==> src/mict_pkg.sv <==
// Package with the shared types, codes and sizes of the multiset intersection count table.
package mict_pkg;

    // Table geometry.
    localparam int TABLE_ENTRIES = 64;
    localparam int COUNT_BITS    = 8;
    localparam int KEY_BITS      = 32;
    localparam int CMD_BITS      = 2;
    localparam int STATUS_BITS   = 3;

    // Command codes of an input item.
    localparam logic [CMD_BITS-1:0] CMD_LOAD  = 2'd0;
    localparam logic [CMD_BITS-1:0] CMD_PROBE = 2'd1;
    localparam logic [CMD_BITS-1:0] CMD_CLEAR = 2'd2;

    // Status codes of a result item.
    typedef enum logic [STATUS_BITS-1:0] {
        ST_LOADED    = 3'd0,
        ST_FULL      = 3'd1,
        ST_SATURATED = 3'd2,
        ST_MATCH     = 3'd3,
        ST_NOMATCH   = 3'd4,
        ST_CLEARED   = 3'd5
    } t_status;

    // Update request broadcast from the top level to every table entry.
    typedef struct packed {
        logic                load;
        logic                probe;
        logic                clear;
        logic [KEY_BITS-1:0] key;
    } t_entry_ctl;

endpackage

==> src/mict_entry.sv <==
// One table entry: stored key and count, key compare and count update.
module mict_entry
    import mict_pkg::*;
(
    input  logic       i_clk,
    input  logic       i_rst_n,
    input  t_entry_ctl i_ctl,
    input  logic       i_take_free,
    output logic       o_hit,
    output logic       o_free,
    output logic       o_at_max
);

    logic [KEY_BITS-1:0]   r_key;
    logic [COUNT_BITS-1:0] r_count;
    logic [COUNT_BITS-1:0] n_count;

    // An entry is live while its count is above zero; only live keys compare.
    assign o_free   = (r_count == '0);
    assign o_hit    = !o_free && (r_key == i_ctl.key);
    assign o_at_max = &r_count;

    // Count update for clear, new key, load hit and probe hit.
    always_comb begin
        n_count = r_count;
        if (i_ctl.clear) begin
            n_count = '0;
        end else if (i_take_free) begin
            n_count = COUNT_BITS'(1);
        end else if (o_hit && i_ctl.load && !o_at_max) begin
            n_count = r_count + COUNT_BITS'(1);
        end else if (o_hit && i_ctl.probe) begin
            n_count = r_count - COUNT_BITS'(1);
        end
    end

    always_ff @(posedge i_clk) begin
        if (!i_rst_n) begin
            r_count <= '0;
        end else begin
            r_count <= n_count;
        end
    end

    // The key is written when this entry takes a new key.
    always_ff @(posedge i_clk) begin
        if (i_take_free) begin
            r_key <= i_ctl.key;
        end
    end

endmodule

==> config.mk <==
export PLATFORM = sky130hd
export DESIGN_NAME = mict_entry
export DESIGN_NICKNAME = d
export VERILOG_FILES = /design/src/mict_pkg.sv /design/src/mict_entry.sv
export SDC_FILE = /design/constraint.sdc
export NUM_CORES = 1
export LEC_CHECK = 0
export BUFFER_PORTS_ARGS = -buffer_cell sky130_fd_sc_hd__buf_4
export CORE_MARGIN = 1
export CORE_UTILIZATION = 40
export DETAILED_ROUTE_END_ITERATION = 10
export PLACE_DENSITY = 0.68
export RECOVER_POWER = 25
export SYNTH_ARGS = -nofsm -noshare
export SYNTH_HDL_FRONTEND = slang
export SYNTH_SLANG_ARGS = --single-unit
==> constraint.sdc <==
create_clock -name i_clk -period 3.55 [get_ports i_clk]
set_clock_uncertainty 0.1 [all_clocks]
set_input_delay 0.71 -clock i_clk [delete_from_list [all_inputs] [get_ports i_clk]]
set_output_delay 0.71 -clock i_clk [all_outputs]
set_load 0.01 [all_outputs]
# After elaboration in Yosys (flattened, before gate mapping)
# Index checks and enable logic that the tools add are counted.
# totals
register_bits	40
latch_bits	0
ramBits	0
in_bits	38
rom_bits	0
memories	0
output_inout_bits	3
elab_cells	22
# classes
order_cmp	0
reduce_logical	12
n_bitwise	1
n_addsub	2
eq_ne	1
mux	3
div_mod_pow	0
mul	0
shift	0
# op_table
op	n
$eq A32 B32 Y1	1
$mux W8	2
$add A8 B1 Y8 const B	1
$logic_not A8 Y1	1
$reduce_and A8 Y1	1
$sub A8 B1 Y8 const B	1
$logic_and A1 B1 Y1	4
$reduce_bool A3 Y1	1
$reduce_or A3 Y1	1
$logic_not A1 Y1	2
$reduce_bool A2 Y1	1
$reduce_or A2 Y1	1
$mux W1	1
$not A1 Y1	1

# Depth between registers and ports, before layout
# logic_depth
ltp_word	7
mapped_depth	11
depth_no_buf	11

# Worst setup path before layout
# No wires, ideal clock.
# synth_timing
kind	in2reg
from	input i_ctl[26] (netlist name)
to	register r_count[7]
path_slack_ps	26
setup_time_ps	72
path_stages	11
n_path_buf	0
t_required_ps	3378
t_arrival_ps	3352
path_cell_list	xor2_1 -> nor4_4 -> nand4b_1 -> nor4_1 -> nand2_1 -> ha_1 -> a21oi_1 -> o2111ai_1 -> a211oi_1 -> o2111a_1 -> mux2i_1
# synth_between
elab_chain_cells	5
elab_cells_between_ends	7
cone_classes	eq/ne: 1; mux: 1; reduce/logical: 5
# synth_rtl
element	line_no	source
start: declaration	mict_entry.sv:7	input t_entry_ctl i_ctl,
$eq A32 B32 Y1 (*)	mict_entry.sv:20	assign o_hit = !o_free && (r_key == i_ctl.key);
$logic_and A1 B1 Y1 (*)	mict_entry.sv:20	
named net o_hit	mict_entry.sv:9	output logic o_hit,
$logic_and A1 B1 Y1 (2 in a row)	mict_entry.sv:30	end else if (o_hit && i_ctl.load && !o_at_max) begin
$mux W8 / $reduce_bool A2 Y1 (equally long branches)	--	
end signal: assignment	mict_entry.sv:41	r_count <= n_count;
end: declaration	mict_entry.sv:15	logic [COUNT_BITS-1:0] r_count;
# Mark *: on every way through the listed nets, which the timed path passes. The rest lies on a longest branch.
# A chain may end at the register's enable or synchronous reset.

# Worst setup path in the final report
# layout_timing
from	input i_ctl[24] (netlist name)
to	register r_count[7]
# layout_between
elab_chain_cells	5
elab_cells_between_ends	7
cone_classes	eq/ne: 1; mux: 1; reduce/logical: 5
# layout_rtl
element	line_no
$eq A32 B32 Y1 (*)	mict_entry.sv:20
$logic_and A1 B1 Y1 (*)	mict_entry.sv:20
$logic_and A1 B1 Y1 (2 in a row)	mict_entry.sv:30
$mux W8 / $reduce_bool A2 Y1 (equally long branches)	--
# Mark *: on every way between the ends. The rest lies on a longest branch, timed or not.

==> results.json <==
{
  "status": "completed",
  "crit_type": "in2reg",
  "dp_hpwl_mm": 3.15,
  "async_flop_share_pct": 0,
  "yosysSeqAreaShare_pct": 51.4,
  "required_ps": 3670,
  "synth_ff_type": "edfxtp_1",
  "yosysTopAreaCell": "edfxtp_1",
  "tritoncts": "done",
  "cp-end-kind": "flop",
  "hold_slack_ps": 385,
  "areaGrowthSynthToFinish_pct": 26.5,
  "fmax_mhz": 310,
  "fill_cells": 461,
  "ios": 41,
  "synthTopCellsByCount": "edfxtp_1 (32), xor2_1 (32), nand2_1 (13)",
  "htree_levels": 2,
  "synthTopCellsByArea": "edfxtp_1 (44%), xor2_1 (13%), dfxtp_1 (7.3%)",
  "synth_edf_count": 32,
  "fin_util_pct": 53.3,
  "rr_worst_depth": 11,
  "hold_path.class": "reg2reg",
  "fin_crit_sh_pct": 90.8,
  "worstPathMaxFanout": 7,
  "cap_viol_max_count": 0,
  "crit_family": "simple AND/OR/NAND/NOR gates",
  "synth_area_um2": 2180,
  "max_stage_delay_ps": 370,
  "cts_buffers": 5,
  "syn-mean-instance-area_um2": 12.2,
  "drive_gt1_share_pct": 26.0,
  "period_needed_ps": 3220,
  "drt_iter0_markers": 67,
  "die_w_um": 75.8,
  "cts_root_buffer": "clkbuf_8",
  "finalSetupViolations": 0,
  "synth.top_cell.area_share_pct": 44.1,
  "yosysWarnings": 0,
  "leakagePower_nw": 1.07,
  "peakVddDrop_mv": 0.239,
  "min-delay-start": "r_count[7]",
  "rsz0062_at_grt": "no",
  "seq_area_um2": 1120,
  "arrival_ps": 3350,
  "pwr_density_cell_nw_per_um2": 361,
  "grt_start_max_net_pins": 37,
  "fp.coreArea_um2": 5170,
  "track_usage_pct": 15.9,
  "start_util_pct": 42.1,
  "cts.sinks": 40,
  "cts_hold_buf": 0,
  "path_buf_inv": 1,
  "min_path_cells": 2,
  "path_cells": "clkbuf_1, xor2_1, nor4_1, nand4_1, nor4_2, nand2_2, ha_1, a21oi_1, o2111ai_1, a211oi_1, o2111a_1, mux2i_1",
  "synth_cells": 179,
  "synth-seq-cells": 40,
  "die_y_um": 75.8,
  "grt_overflow": 0,
  "worst_pin_slew_ps": 451,
  "clkTransAtPathRegs_ps": 80,
  "start_kind": "input port",
  "finalHoldViolations": 0,
  "place_congestion": 0.808,
  "drc": 0,
  "routed_wl_mm": 4.14,
  "io_buffers": 40,
  "vias": 1561,
  "grt_pass1_vias": 1482,
  "r2r-start": "r_key[24]",
  "antenna_left": 0,
  "grt_pass1_wl_mm": 6.63,
  "via_per_inst": 4.94,
  "drv_slew": 0,
  "rows": 26,
  "synth_nets": 224,
  "dieArea_um2": 5750,
  "clk_latency_ps": 290,
  "placed_cell_area_um2": 2710,
  "postLayoutCellArea_um2": 2760,
  "cts_setup_buffers": 0,
  "r2r_end": "r_count[7]",
  "crit_path_top_delay_cell": "nor4_2",
  "antenna_found_initial": 0,
  "diodes": 0,
  "drt_first_pass_iters": 4,
  "relSlewSlack_pct": 69.9,
  "r2r_slack_ps": 480,
  "clockBufferDepth": 2,
  "wl_per_cell_um": 13.1,
  "ys_types": 42,
  "worstHoldEndpoint": "r_count[7]",
  "nNetsFinal": 290,
  "multi_input_area_um2": 1040
}
==> layer usage <==
layer | up-vias | GRT usage [%] | wire length, um
met5 | - | 0 | 0
met4 | 0 | 6.79 | 84
met3 | 9 | 4.37 | 174
met2 | 33 | 23.7 | 1830
met1 | 711 | 21.7 | 2060
li1 | 808 | - | -
==> state kept, by name, indices dropped and copies added (netlist names) <==
signal and flops:
r_count 8, r_key 32
==> where the power goes <==
| part | switching [mW] | total [mW] | internal, mW |
|---|---|---|---|
| clock network | 0.159 | 0.295 | 0.136 |
| registers | 0.0136 | 0.553 | 0.539 |
| logic | 0.0766 | 0.147 | 0.0701 |
| total | 0.249 | 0.994 | 0.745 |
==> cells in the final DEF (no fill, tap or decap), types with 4 or more instances in the layout <==
cell type  instances
nand2_1           12
mux2i_1            7
buf_4             42
ha_1               6
nand3_1            4
clkbuf_8           5
nor2_1            10
xnor2_1            4
dfxtp_1            8
nor4_1             6
nor4_2             4
clkbuf_1          15
inv_1              7
edfxtp_1          32
xor2_1            32
nand4_1            6
==> timing repair <==
action	CTS	global route
resized for setup	0	3
hold endpoints to repair	0	0
setup endpoints to repair	0	4
==> how the worst max path moves through the flow <==
stage                          from          to  depth (start not counted)
after global placement    i_ctl[24]  r_count[6]                         12
after floorplan           i_ctl[26]  r_count[7]                         11
after CTS                 i_ctl[24]  r_count[6]                         12
after detailed placement  i_ctl[24]  r_count[6]                         12
final                     i_ctl[24]  r_count[7]                         12
after global routing      i_ctl[24]  r_count[7]                         12
==> logic make-up after synthesis <==
group                      count (synthesis)  synth area share, %
and+or+nand+nor                           63                 19.1
adders and majority gates                  7                 4.36
muxes                                      7                 3.21
DFF                                       40                 51.4
xor gates and xnor gates                  36                 14.5
buffers and inverters                      8                 1.38
AOI/OAI and AO/OA                         18                 6.09
==> cell type report <==
type                    count  area share [%]
clock inverters             3           0.681
well taps                  70            3.18
repair buffers             60            14.3
clock buffers               5            2.50
multi-input cells         131            37.7
flip-flops and latches     40            40.7
inverters                   7           0.953
==> worst reg2reg max path, cell delays in order (launching register included) <==
cell and delay [ps]:
edfxtp_1 380, xor2_1 160, nor4_1 330, nand4_1 170, nor4_2 370, nand2_2 200
ha_1 310, a21oi_1 190, o2111ai_1 160, a211oi_1 230, o2111a_1 230, mux2i_1 170
==> through the flow <==
step | TNS (ps) | cells | setup WS (ps) | power, mW
finish | 0 | 316 | 325 | 0.994
global route | 0 | 316 | 41.0 | 1.04
CTS | 0 | 316 | 90.5 | 1.02
detailed placement | -696 | 308 | -226 | 0.717
global placement | -438 | 308 | -179 | 0.714
floorplan | 0 | 179 | 26.2 | 0.634
(Power assumes the default switching activity.)
